**config.mk**
```make
export PLATFORM = sky130hd
export DESIGN_NAME = brb_ram
export DESIGN_NICKNAME = d
export VERILOG_FILES = /design/src/byte_ring_buffer_block_transfer_unit_macros.svh /design/src/brb_ram.sv
export SDC_FILE = /design/constraint.sdc
export NUM_CORES = 1
export LEC_CHECK = 0
export BUFFER_PORTS_ARGS = -buffer_cell sky130_fd_sc_hd__buf_4
export CAP_MARGIN = 20
export CORE_MARGIN = 5
export CORE_UTILIZATION = 50
export CTS_BUF_LIST = sky130_fd_sc_hd__clkbuf_4 sky130_fd_sc_hd__clkbuf_8 sky130_fd_sc_hd__clkbuf_16
export DETAILED_ROUTE_END_ITERATION = 8
export PLACE_DENSITY = 0.68
export SLEW_MARGIN = 20
export SYNTH_ARGS = -nofsm -noshare
export SYNTH_HDL_FRONTEND = slang
export SYNTH_SLANG_ARGS = --single-unit
```
**constraint.sdc**
```tcl
create_clock -name clk -period 2.7 [get_ports clk]
set_clock_uncertainty 0.2 [all_clocks]
set_input_delay 0 -clock clk [delete_from_list [all_inputs] [get_ports clk]]
set_output_delay 0 -clock clk [all_outputs]
set_load 0.05 [all_outputs]
```
**src/byte_ring_buffer_block_transfer_unit_macros.svh**
```systemverilog
// ----------------------------------------------------------------------------
// Assertion macros for the byte ring buffer block transfer unit
// Concurrent checks, compiled out when SYNTHESIS is defined.
// ----------------------------------------------------------------------------
`ifndef BYTE_RING_BUFFER_BLOCK_TRANSFER_UNIT_MACROS_SVH
`define BYTE_RING_BUFFER_BLOCK_TRANSFER_UNIT_MACROS_SVH

`ifndef SYNTHESIS
`define BRB_ASSERT_IMP(label, clk, rst_n, ante, cons, msg) \
	label: assert property (@(posedge clk) disable iff (!rst_n) (ante) |-> (cons)) \
		else $error(msg);
`define BRB_ASSERT_NXT(label, clk, rst_n, ante, cons, msg) \
	label: assert property (@(posedge clk) disable iff (!rst_n) (ante) |=> (cons)) \
		else $error(msg);
`else
`define BRB_ASSERT_IMP(label, clk, rst_n, ante, cons, msg)
`define BRB_ASSERT_NXT(label, clk, rst_n, ante, cons, msg)
`endif

`endif

```
**src/brb_ram.sv**
```systemverilog
// ----------------------------------------------------------------------------
// brb_ram
// Simple dual-port RAM, one write port, one registered read port.
// ----------------------------------------------------------------------------
module brb_ram #(
	parameter int WIDTH = 8,
	parameter int DEPTH = 128
) (
	input  logic                     clk,
	input  logic                     we,
	input  logic [$clog2(DEPTH)-1:0] waddr,
	input  logic [WIDTH-1:0]         wdata,
	input  logic                     re,
	input  logic [$clog2(DEPTH)-1:0] raddr,
	output logic [WIDTH-1:0]         rdata
);

	logic [WIDTH-1:0] mem [DEPTH];

	always_ff @(posedge clk) begin
		if (we) begin
			mem[waddr] <= wdata;
		end
		// hold read data between requests
		if (re) begin
			rdata <= mem[raddr];
		end
	end

endmodule
```
==> flow_summary_export.csv <==
group,metric,value,unit
status,status,"complete, but fails checks",
status,violations,"setup timing",
floorplanning,die_area,0.0852,mm2
floorplanning,die_x,292,um
yosys,synth_area_leaders,"edfxtp_1 78%, mux4_2 19%, nor2_1 1.2%, clkbuf_1 0.42%, mux2_2 0.23%",
critical_path,cpMostUsedCell,"mux4_2",
yosys,ys_ff_latch,1032,
place,place_area,0.0432,mm2
timing,min_period,2780,ps
routing,dr.pass1.iters,5,
routing,drt-initial-drc-count,2136,
timing,hold_viol,0,
timing,drv_slew,0,
yosys,synth_area,0.0397,mm2
place,gp_congestion,0.820,
critical_path,worst_ep_required_time,2920,ps
finish,num-fill-cells,5470,
global_route,antenna_found_initial,5,
critical_path,end_kind,"register",
floorplanning,rows,103,
global_route,grt-ovfl-total,0,
timing,clock.fmax,0.360,GHz
critical_path,r2r_start,"mem[63][4]",
power,power,33.6,mW
global_route,grt_usage,21.4,%
floorplanning,floorplan.initialDensity,50.4,%
global_route,grt_pass1_vias,19277,
yosys,syn_nets,1660,
global_route,grt_pass1_wl,133000,um
finish,final_nets,1963,
floorplanning,core,0.0789,mm2
clock_network,path_clk_slew,60,ps
global_route,grt_max_degree,129,
flow_run,drv_cap,0,
yosys,synth-seq-area-share,78.0,%
clock_network,tritoncts,"done",
routing,ant_nets,0,
clock_network,insertion_delay,670,ps
routing,num_vias,18611,
power,power_density,718,mW/mm2
place,io_buffers,32,
finish,multi_input_area,0.00838,mm2
finish,fin_area,0.0467,mm2
finish,layout-drive-gt1-share,38.0,%
timing,setup_viol,5,
clock_network,cts_max_level,3,
critical_path,path_max_fanout,1,
yosys,synth_top_area_cell,"edfxtp_1",
finish,stdcell_count,3072,
finish,regArea,0.0310,mm2
yosys,synth.distinct_cells,16,
finish,layout_common_cells,"1032 x edfxtp_1, 336 x mux4_2, 224 x buf_4",
place,hpwlAfterDp,57100,um
floorplanning,ios,33,
yosys,yosysWarnings,0,
routing,finalWirelength,90500,um
power,leakage,14.9,nW
clock_network,clock-sinks,1032,
critical_path,crit_slowest_cell,"mux4_2",
finish,utilization,59.2,%
critical_path,max_stage_delay,600,ps
hold_path,hold_path_startpoint,"re",
routing,wl_per_cell,29.5,um
routing,vias_per_cell,6.06,
finish,syn2layout_area_growth,17.6,%
routing,drc_errors,0,
critical_path,crit_chain,"mux4_2 > mux4_2 > mux4_2 > mux2_4",
critical_path,worst_setup_path_start_kind,"register",
timing,finalCritPeriodShare,103,%
place,place_inst,2862,
clock_network,cts_buffers,102,
critical_path,crit_type,"register to register",
power,vdd_drop_max,0.564,mV
hold_path,min_path_type,"primary input to register",
yosys,postSynthCellCount,1635,
timing,rsz0062_at_grt,"yes",
timing,relSlewSlack,39.0,%
timing,setup_slack,-80.1,ps
clock_network,clock_path_buffers,3,
critical_path,setup.worst_path.start,"mem[63][4]",
critical_path,cp.arrival,3000,ps
yosys,synth_top_area_share,78.0,%
yosys,avgSynthCellArea,24.3,um2
finish,final_common_cell,"edfxtp_1",
timing,tightest_slew,912,ps
clock_network,cts_root_buffer,"clkbuf_16",
floorplanning,chipHeight,292,um
==> flip-flops by register name (all words and copies together), names as in the netlist <==
| name | cells |
|---|---|
| mem | 1024 |
| rdata | 8 |
==> synth_stat cells <==
| master | n |
|---|---|
| edfxtp_1 | 1032 |
| mux4_2 | 336 |
| nor2_1 | 122 |
| clkbuf_1 | 44 |
| buf_1 | 18 |
| buf_2 | 15 |
| nand2_1 | 14 |
| nand3_1 | 12 |
| buf_4 | 11 |
| nor3_1 | 9 |
| mux2_2 | 8 |
| nor2b_1 | 7 |
| nand4_1 | 3 |
| nand2b_1 | 2 |
| buf_6 | 1 |
| or3_1 | 1 |
==> report_power, final <==
part	switching [mW]	internal, mW
logic	1.02	0.835
registers	0.0397	17.7
clock network	5.83	8.11
==> stage by stage <==
step	setup TNS (ps)	hold slack (ps)	setup slack [ps]
after floorplan	0	-101	8.97
after global placement	-1870	98.2	-257
after detailed placement	-1870	103	-266
after CTS	-199	28.6	-89.4
after global routing	-264	50.4	-102
final	-121	64.6	-80.1
==> worst paths after layout <==
check,slack [ps],cells past startpoint,end
max,-80,4,rdata[4]
min reg2reg,1040,4,rdata[0]
min,60,2,rdata[2]
max reg2reg,-80,4,rdata[4]
==> critical path, delay by kind of cell, from the launching register on <==
family | cells | cell delay (ps)
flip-flops | 1 | 390
multiplexers | 4 | 1930
==> what timing repair did <==
action | 4_1_cts | 5_1_grt
buffers inserted | 0 | 0
endpoints found under the hold margin | 1345 | 0
hold buffers | 22 | 0
setup endpoints to repair | 6 | 7
resized for setup | 6 | 1
==> metal layers <==
layer | wire length [um] | global-route usage, % | share of wire (%) | vias up
met2 | 44800 | 34.4 | 49 | 871
met5 | 13 | 0 | 0.014 | -
met4 | 2340 | 6.08 | 2.6 | 2
met1 | 35700 | 30.2 | 39 | 9951
li1 | - | - | - | 7653
met3 | 7760 | 4.88 | 8.6 | 134
==> area by class of cell <==
type | instances | share of cell area, %
sequential | 1032 | 66.3
tap | 1050 | 2.81
antenna | 3 | 0.0161
multi-input combinational | 514 | 17.9
timing repair buffer | 288 | 5.85
clock buffer | 118 | 5.79
clock inverter | 67 | 1.27
==> cells by family (layout without fill, tap and decap cells) <==
kind of cell,Yosys count,after routing,synth area share (%)
buffers and inverters,89,473,1.01
flip-flops,1032,1032,78.0
multiplexers,344,344,19.3
other,0,3,0
AND/OR/NAND/NOR,170,170,1.75
(Power assumes the default switching activity.)
